**config.mk**
```make
export PLATFORM = sky130hd
export DESIGN_NAME = load_store_multiple_sequencer
export DESIGN_NICKNAME = d
export VERILOG_FILES = /design/src/sv/lsms_pkg.sv /design/src/sv/load_store_multiple_sequencer.sv
export SDC_FILE = /design/constraint.sdc
export NUM_CORES = 1
export LEC_CHECK = 0
export BUFFER_PORTS_ARGS = -buffer_cell sky130_fd_sc_hd__buf_4
export CAP_MARGIN = 20
export CORE_MARGIN = 10
export CORE_UTILIZATION = 50
export CTS_CLUSTER_SIZE = 10
export DETAILED_ROUTE_END_ITERATION = 10
export PLACE_DENSITY = 0.78
export SLEW_MARGIN = 20
export SYNTH_ARGS = -nofsm -noshare
export SYNTH_HDL_FRONTEND = slang
export SYNTH_SLANG_ARGS = --single-unit
```
**constraint.sdc**
```tcl
create_clock -name aclk -period 7.9 [get_ports aclk]
set_clock_uncertainty 0.2 [all_clocks]
set_input_delay 1.185 -clock aclk [delete_from_list [all_inputs] [get_ports aclk]]
set_output_delay 1.185 -clock aclk [all_outputs]
set_load 0.05 [all_outputs]
```
**src/sv/lsms_pkg.sv**
```systemverilog
// Shared types, constants and microcode ROM of the load/store-multiple sequencer.
`default_nettype none

package lsms_pkg;

    localparam int LIST_W = 16;
    localparam int CNT_W  = 5;
    localparam int ADDR_W = 32;
    localparam int DATA_W = 40;

    localparam logic [3:0]        PC_INDEX   = 4'd15;
    localparam logic [ADDR_W-1:0] PC_OFFSET  = 32'd8;
    localparam logic [ADDR_W-1:0] WORD_BYTES = 32'd4;

    typedef logic [1:0] step_t;
    typedef logic [1:0] wait_t;
    typedef logic [1:0] branch_t;

    localparam step_t STEP_IDLE  = 2'd0;
    localparam step_t STEP_SETUP = 2'd1;
    localparam step_t STEP_XFER  = 2'd2;
    localparam step_t STEP_WB    = 2'd3;

    localparam wait_t WAIT_NONE = 2'd0;
    localparam wait_t WAIT_IN   = 2'd1;
    localparam wait_t WAIT_OUT  = 2'd2;

    localparam branch_t BR_NONE       = 2'd0;
    localparam branch_t BR_LIST_EMPTY = 2'd1;
    localparam branch_t BR_NO_WB      = 2'd2;

    localparam logic KIND_XFER   = 1'b0;
    localparam logic KIND_UPDATE = 1'b1;

    typedef struct packed {
        wait_t   wait_on;
        branch_t branch_on;
        step_t   br_target;
        logic    take_in;
        logic    setup;
        logic    emit_xfer;
        logic    emit_wb;
        step_t   target;
    } ucode_t;

    // The branch is tested first; otherwise the step waits for its
    // condition, performs its actions and moves to its target.
    function automatic ucode_t ucode_rom(input step_t step);
        ucode_t w;
        w = '0;
        case (step)
            STEP_IDLE: begin
                w.wait_on = WAIT_IN;
                w.take_in = 1'b1;
                w.target  = STEP_SETUP;
            end
            STEP_SETUP: begin
                w.wait_on = WAIT_NONE;
                w.setup   = 1'b1;
                w.target  = STEP_XFER;
            end
            STEP_XFER: begin
                w.branch_on = BR_LIST_EMPTY;
                w.br_target = STEP_WB;
                w.wait_on   = WAIT_OUT;
                w.emit_xfer = 1'b1;
                w.target    = STEP_XFER;
            end
            STEP_WB: begin
                w.branch_on = BR_NO_WB;
                w.br_target = STEP_IDLE;
                w.wait_on   = WAIT_OUT;
                w.emit_wb   = 1'b1;
                w.target    = STEP_IDLE;
            end
            default: begin
                w.target = STEP_IDLE;
            end
        endcase
        return w;
    endfunction

    function automatic logic [CNT_W-1:0] popcount16(input logic [LIST_W-1:0] v);
        logic [CNT_W-1:0] c;
        c = '0;
        for (int i = 0; i < LIST_W; i++) begin
            c = c + CNT_W'(v[i]);
        end
        return c;
    endfunction

endpackage

`default_nettype wire

```
**src/sv/load_store_multiple_sequencer.sv**
```systemverilog
// Sequence: the accepting step is followed by a setup step that loads the start address, then
// by the transfer steps, each of which registers one result.
// An instruction holds the sequencer through accept, setup, one result per transfer step,
// the end-of-list test and the update step; a stalled result port holds it longer, and a new
// instruction is accepted only after the sequencer is back in idle.
// Reset: aresetn, synchronous, active low, returns the step counter to idle and clears valid.
`default_nettype none

module load_store_multiple_sequencer
    import lsms_pkg::*;
#(
    parameter int NUM_REGS = 16
) (
    input  wire logic              aclk,
    input  wire logic              aresetn,
    // s_tdata, low bit up: base_value[31:0], base_reg[35:32], reg_list[51:36],
    // is_load[52], ascending[53], start_at_base[54], update_base[55]
    input  wire logic [55:0]       s_tdata,
    input  wire logic              s_tvalid,
    output logic                   s_tready,
    // m_tdata, low bit up: reg_index[3:0], address[35:4], load_access[36],
    // add_eight[37], zero padding[39:38]
    output logic [DATA_W-1:0]      m_tdata,
    // m_tuser: kind[0]
    output logic                   m_tuser,
    output logic                   m_tlast,
    output logic                   m_tvalid,
    input  wire logic              m_tready
);

    localparam int MASK_BITS = (NUM_REGS < LIST_W) ? NUM_REGS : LIST_W;
    localparam logic [LIST_W:0] MASK_FULL = (17'd1 << MASK_BITS) - 17'd1;
    localparam logic [LIST_W-1:0] LIST_MASK = MASK_FULL[LIST_W-1:0];

    // Input field views
    logic [ADDR_W-1:0] in_base;
    logic [3:0]        in_breg;
    logic [LIST_W-1:0] in_list;
    assign in_base = s_tdata[31:0];
    assign in_breg = s_tdata[35:32];
    assign in_list = s_tdata[51:36] & LIST_MASK;

    step_t             step_reg, step_next;
    logic [ADDR_W-1:0] eff_base_reg;
    logic [3:0]        breg_reg;
    logic [LIST_W-1:0] list_reg;
    logic [CNT_W-1:0]  n_reg;
    logic              load_reg, asc_reg, atb_reg, wb_reg;
    logic [ADDR_W-1:0] xfer_addr_reg;

    logic              out_valid_reg;
    logic              out_kind_reg, out_last_reg, out_load_reg, out_add8_reg;
    logic [3:0]        out_idx_reg;
    logic [ADDR_W-1:0] out_addr_reg;

    ucode_t            uc;
    logic              out_free;
    logic              branch_taken;
    logic              wait_ok;
    logic              fire;
    logic [ADDR_W-1:0] n4;
    logic [ADDR_W-1:0] dec_mag;
    logic [ADDR_W-1:0] start_addr;
    logic [ADDR_W-1:0] new_base;
    logic [3:0]        low_idx;
    logic [LIST_W-1:0] list_clr;

    assign uc       = ucode_rom(step_reg);
    assign out_free = !out_valid_reg || m_tready;

    always_comb begin
        case (uc.branch_on)
            BR_LIST_EMPTY: branch_taken = (list_reg == '0);
            BR_NO_WB:      branch_taken = !wb_reg;
            default:       branch_taken = 1'b0;
        endcase
        case (uc.wait_on)
            WAIT_IN:  wait_ok = s_tvalid;
            WAIT_OUT: wait_ok = out_free;
            default:  wait_ok = 1'b1;
        endcase
    end

    assign fire     = !branch_taken && wait_ok;
    assign s_tready = uc.take_in;

    always_comb begin
        if (branch_taken) begin
            step_next = uc.br_target;
        end else if (wait_ok) begin
            step_next = uc.target;
        end else begin
            step_next = step_reg;
        end
    end

    // Address arithmetic: 4n is a shift of the register count.
    assign n4         = {{(ADDR_W-CNT_W-2){1'b0}}, n_reg, 2'b00};
    assign dec_mag    = atb_reg ? (n4 - WORD_BYTES) : n4;
    assign start_addr = asc_reg ? (eff_base_reg + (atb_reg ? '0 : WORD_BYTES))
                                : (eff_base_reg - dec_mag);
    assign new_base   = asc_reg ? (eff_base_reg + n4) : (eff_base_reg - n4);

    always_comb begin
        low_idx = '0;
        for (int i = LIST_W - 1; i >= 0; i--) begin
            if (list_reg[i]) begin
                low_idx = 4'(i);
            end
        end
    end

    assign list_clr = list_reg & (list_reg - 16'd1);

    always_ff @(posedge aclk) begin
        if (!aresetn) begin
            step_reg <= STEP_IDLE;
        end else begin
            step_reg <= step_next;
        end
    end

    always_ff @(posedge aclk) begin
        if (fire && uc.take_in) begin
            eff_base_reg <= (in_breg == PC_INDEX) ? (in_base + PC_OFFSET) : in_base;
            breg_reg     <= in_breg;
            list_reg     <= in_list;
            n_reg        <= popcount16(in_list);
            load_reg     <= s_tdata[52];
            asc_reg      <= s_tdata[53];
            atb_reg      <= s_tdata[54];
            wb_reg       <= s_tdata[55];
        end else if (fire && uc.emit_xfer) begin
            list_reg <= list_clr;
        end
        if (fire && uc.setup) begin
            xfer_addr_reg <= start_addr;
        end else if (fire && uc.emit_xfer) begin
            xfer_addr_reg <= xfer_addr_reg + WORD_BYTES;
        end
    end

    always_ff @(posedge aclk) begin
        if (!aresetn) begin
            out_valid_reg <= 1'b0;
        end else if (fire && (uc.emit_xfer || uc.emit_wb)) begin
            out_valid_reg <= 1'b1;
        end else if (m_tready) begin
            out_valid_reg <= 1'b0;
        end
    end

    always_ff @(posedge aclk) begin
        if (fire && uc.emit_xfer) begin
            out_kind_reg <= KIND_XFER;
            out_idx_reg  <= low_idx;
            out_addr_reg <= xfer_addr_reg;
            out_load_reg <= load_reg;
            out_add8_reg <= !load_reg && (low_idx == PC_INDEX);
            out_last_reg <= (list_clr == '0) && !wb_reg;
        end else if (fire && uc.emit_wb) begin
            out_kind_reg <= KIND_UPDATE;
            out_idx_reg  <= breg_reg;
            out_addr_reg <= new_base;
            out_load_reg <= 1'b0;
            out_add8_reg <= 1'b0;
            out_last_reg <= 1'b1;
        end
    end

    assign m_tvalid = out_valid_reg;
    assign m_tuser  = out_kind_reg;
    assign m_tlast  = out_last_reg;
    assign m_tdata  = {2'b00, out_add8_reg, out_load_reg, out_addr_reg, out_idx_reg};

endmodule

`default_nettype wire

```
# ---- After elaboration in Yosys (flattened, before gate mapping)
# Index checks and enable logic that the tools add are counted.
dict set report word_totals {
  reg_bits 136
  output_inout_bits 44
  word_cells 121
}
dict set report op_classes {
  add_sub_neg 23
  n_eq_ne 9
  n_mux 47
  bitwise 1
  n_reduce_logical 24
}
# operator n
set op_table {}
lappend op_table {{$mux 32} 8}
lappend op_table {{$mux 4} 18}
lappend op_table {{$add 5x1->5} 11}
lappend op_table {{$add 32x3->32} 1}
lappend op_table {{$add 32x3->32 const B} 1}
lappend op_table {{$add 32x4->32 const B} 1}
lappend op_table {{$add 32x7->32} 1}
lappend op_table {{$logic_not 16->1} 2}
lappend op_table {{$mux 16} 2}
lappend op_table {{$sub 32x32->32} 1}
lappend op_table {{$sub 32x7->32} 1}
lappend op_table {{$and 16x16->16} 1}
lappend op_table {{$sub 16x1->16 const B} 1}
lappend op_table {{$pmux 2 s3} 2}
lappend op_table {{$mux 1} 11}
lappend op_table {{$reduce_bool 2->1} 5}
lappend op_table {{$eq 2x2->1 const B} 4}
lappend op_table {{$eq 4x4->1 const B} 2}
lappend op_table {{$logic_and 1x1->1} 8}
lappend op_table {{$pmux 4 s2} 1}
lappend op_table {{$sub 7x3->8 const B} 1}
lappend op_table {{$eq 2x1->1 const B} 3}
lappend op_table {{$add 4x1->5} 1}
lappend op_table {{$add 3x1->4} 1}
lappend op_table {{other kinds (9)} 16}

# ---- Depth between registers and ports, before layout
dict set report depth {
  ltp_word 19
  ltp_mapped 18
}

# ---- Worst setup path after synthesis
# OpenSTA, ideal clock, no wires.
dict set report synth_path {
  path_kind {input port to flip-flop}
  start {input s_tdata[36]}
  end {register n_reg[2], data pin}
  arrival_ns 3.904
  setup_slack_ns 3.538
  stages 10
  path_cell_list {fa_1 -> inv_1 -> fa_1 -> fa_1 -> fa_1 -> inv_1 -> ha_1 -> inv_1 -> fa_1 -> xnor2_1}
}
dict set report synth_between {
  elab_chain_len 15
}
# item line_no
set synth_rtl {}
lappend synth_rtl {{from (decl)} load_store_multiple_sequencer.sv:18} ;# input wire logic [55:0] s_tdata,
lappend synth_rtl {{$add 1x1->2} lsms_pkg.sv:87} ;# c = c + CNT_W'(v[i]);
lappend synth_rtl {{$add 2x1->3} lsms_pkg.sv:87}
lappend synth_rtl {{$add 3x1->4} lsms_pkg.sv:87}
lappend synth_rtl {{$add 4x1->5} lsms_pkg.sv:87}
lappend synth_rtl {{$add 5x1->5 (11 in a row)} lsms_pkg.sv:87}
lappend synth_rtl {{to (signal assigned)} load_store_multiple_sequencer.sv:128} ;# n_reg <= popcount16(in_list);
lappend synth_rtl {{to (decl)} load_store_multiple_sequencer.sv:47} ;# logic [CNT_W-1:0] n_reg;
# Every way passes these cells.
# A chain may end at the register's enable or synchronous reset.

# ---- Worst setup path after layout
dict set report layout_path {
  start {register n_reg[0]}
  end {register xfer_addr_reg[31], data pin}
}
dict set report layout_between {
  elab_chain_len 5
}
# item line_no
set layout_rtl {}
lappend layout_rtl {{$sub 7x3->8} load_store_multiple_sequencer.sv:99} ;# assign dec_mag = atb_reg ? (n4 - WORD_BYTES) : n4;
lappend layout_rtl {{$mux 32 (*)} load_store_multiple_sequencer.sv:99}
lappend layout_rtl {{$sub 32x32->32 (*)} load_store_multiple_sequencer.sv:101} ;# : (eff_base_reg - dec_mag);
lappend layout_rtl {{$mux 32 (*)} load_store_multiple_sequencer.sv:100} ;# assign start_addr = asc_reg ? (eff_base_reg + (atb_reg ? '0 : WORD_BYTES))
lappend layout_rtl {{$mux 32 (*)} load_store_multiple_sequencer.sv:136} ;# if (fire && uc.setup) begin
lappend layout_rtl {{to (signal assigned)} load_store_multiple_sequencer.sv:137} ;# xfer_addr_reg <= start_addr;
lappend layout_rtl {{to (signal assigned)} load_store_multiple_sequencer.sv:139} ;# xfer_addr_reg <= xfer_addr_reg + WORD_BYTES;
lappend layout_rtl {{to (decl)} load_store_multiple_sequencer.sv:49} ;# logic [ADDR_W-1:0] xfer_addr_reg;
# Every way passes the cells marked *; elsewhere a longest branch is shown, timed or not.

==> run metrics <==
status=complete, no violations; Total Neg Setup Slack=0 ps; post-synthesis compound-gate area fraction=between 10% and 20%; Synth Warn #=0; initial core utilization=51.2%; gr ovfl total=0; delay-heaviest family, CP=compound AO/OA/AOI/OAI gates; NumNets Final=between 1k and 1.5k; Hold Path Stages=2; GRT Util Overall=19.5%; Tightest Pin Transition=1120 ps; ys async rst share=0%; Max Buffers Root-to-Sink=2; RSZ-0062 raised after global routing=no; sequential-to-total area share from yosys stat=38.7%; Post-synth EDFFs=132; adder-cell share of the synthesized area=12.5%; setup bufs post-CTS=0; Syn Inst Count=1112; Antenna Nets Post-Route=0; R2R cell count=18; Period minus WS final=4920 ps; Die ar.=27100 µm²; root buffer cell=clkbuf_16; routed length per placed instance=roughly 18 µm; antenna cells=0; Most used DFF post-synth=edfxtp_1; fraction of the mapped netlist area in simple logic gates=19.5%; Worst Path Buf+Inv=1; Max stage delay on crit path=490 ps; drt total wl=26500 µm; Synth top area share=~38%; Worst Hold Class=reg -> reg; drt first pass iters=8; via count of the routed design=8656; core box area=20400 µm²; WS Path Type=reg -> reg; Num CTS Buffers=17; Die Ht=165 µm; Chip Width=165 µm; Finished Core Util=58.7%; register clock-pin slew on the reported worst setup and hold paths=60 ps; CTS tree=yes; final-report max-slew violation count=0; initial antenna violation count=0; CTS Sinks=136; main combinational cell family by area after synthesis=simple AND/OR/NAND/NOR gates; slowest CP cell=a2111oi_0; Area Overhead vs Synth=14.7%; Data arrival, critical path=4870 ps; Vias per Instance=5.83; top fanout value on the critical path=7; WP depth=18; Hold-fix buffers, CTS=0; first-pass GRT wire length=42200 µm; worst path required time=slightly below 8000 ps; Cell Area, Synth=10500 µm²; Max-slew headroom=25.7%; XOR/XNOR Fraction of Synth Area=8.54%; critical path endpoint category=flip-flop; gp weighted congestion=approximately 0.96; Distinct cells, synth=67; worst path cell trace=inv_1 > ha_1 > nor3b_1 > nand2_1 > xnor2_1 > and2_1 > nand3_1 > ha_1 > nor2_1 > ha_1 > a21oi_1 > o21ai_0 > a31oi_1 > a21oi_1 > a21oi_1 > o21bai_1 > a2111oi_0 > a211oi_1; latest clock arrival within the worst-skew pair=440 ps; final number of setup-violating endpoints=0; final hold vios=0; 1st-iter DRT viols=between 600 and 700; Final period util=62.2%; Final HPWL DP=20500 µm; largest cells by area after synthesis=edfxtp_1 38%, ha_1 9.8%, xnor2_1 5.3%; FMAX=203 MHz; post-synthesis mux area share=0.622%; startpoint types=flip-flop; Synth Area per Inst=9.40 µm²; share of cells above drive strength 1=12.6%; Synth Register Bits=136; I/O pin count=about 100; vias in the first global route=8384; max_cap viols=0; PostCTS Resize Cnt=0; largest net degree at the start of global routing=69; area leader, netlist=edfxtp_1; std cell rows=52; DRC=0; IO buf count=101; H-tree levels=4
## cells in the final DEF, fill, tap and decap left out, drive strengths merged, types with 18 or more instances in the layout
master  count
nand2     109
nor2       93
buf       105
o21ai      65
edfxtp    132
nor3       18
a211oi     22
clkbuf     18
a21oi      80
ha         82
a21o       24
xor2       39
xnor2      63
nand3      51
inv        58
## tightest hold or removal path: cells and delay by family, from the launching register on
family          cells  cell delay (ps)
flops               1              340
simple gates        1               70
compound gates      1               50
## cells in the mapped netlist, drive strengths merged, types with 14 or more instances
cell and instances:
nor2 93, buf 16, a21o 24, a211oi 22, nand2b 14, o21ai 65, nand4 17, and3 17
nand3 51, clkbuf 20, nor2b 15, o31ai 14, and4 14, xor2 39, inv 54, ha 82
nand2 109, a21oi 80, nor3 18, xnor2 63, edfxtp 132
## cell type report
cell class                      instances  area (µm²)
Fill cell                            1815        8430
Multi-Input combinational cell        887        6040
Sequential cell                       136        4040
Timing Repair Buffer                  105         788
Clock buffer                           18         429
Tap cell                              270         338
Inverter                               54         203
Clock inverter                         14         150
## kinds of logic (layout without fill, tap and decap cells)
kind of cell             after synthesis  in the layout
buffers and inverters                 90            191
multiplexers                           6              6
AO/OA/AOI/OAI                        274            274
adder cells (fa/ha/maj)               98             98
flip-flops                           136            136
AND/OR/NAND/NOR                      405            405
XOR/XNOR                             102            102
other                                  1              2
## stage by stage
stage          hold WS (ps)  setup WS, ps  instance area, µm²  cells
2_1_floorplan           284          3540               10500   1113
3_3_place_gp            269          3350               11400   1452
3_5_place_dp            283          3190               11400   1452
4_1_cts                 299          3090               12000   1484
5_1_grt                 332          2540               12000   1484
6_report                290          2980               12000   1484
## per-layer routing
layer | global-route usage, % | up-vias | part of all wire [%]
met5 | 0 | - | 0
met4 | 6.52 | 0 | 1.8
met3 | 4.33 | 28 | 7.1
met2 | 31.5 | 289 | 47
met1 | 25.4 | 4072 | 45
li1 | - | 4267 | -
## worst paths after layout
kind	startpoint	endpoint	slack, ps
max	n_reg[0]$_DFFE_PP_	xfer_addr_reg[31]$_DFFE_PP_	2980
min	m_tuser$_SDFFE_PP0P_	m_tuser$_SDFFE_PP0P_	290
max reg2reg	n_reg[0]$_DFFE_PP_	xfer_addr_reg[31]$_DFFE_PP_	2980
min reg2reg	m_tuser$_SDFFE_PP0P_	m_tuser$_SDFFE_PP0P_	290
Power is left out: the tool's default activity adds up to more than one toggle a clock period on the data nets, which glitch-free logic cannot reach.
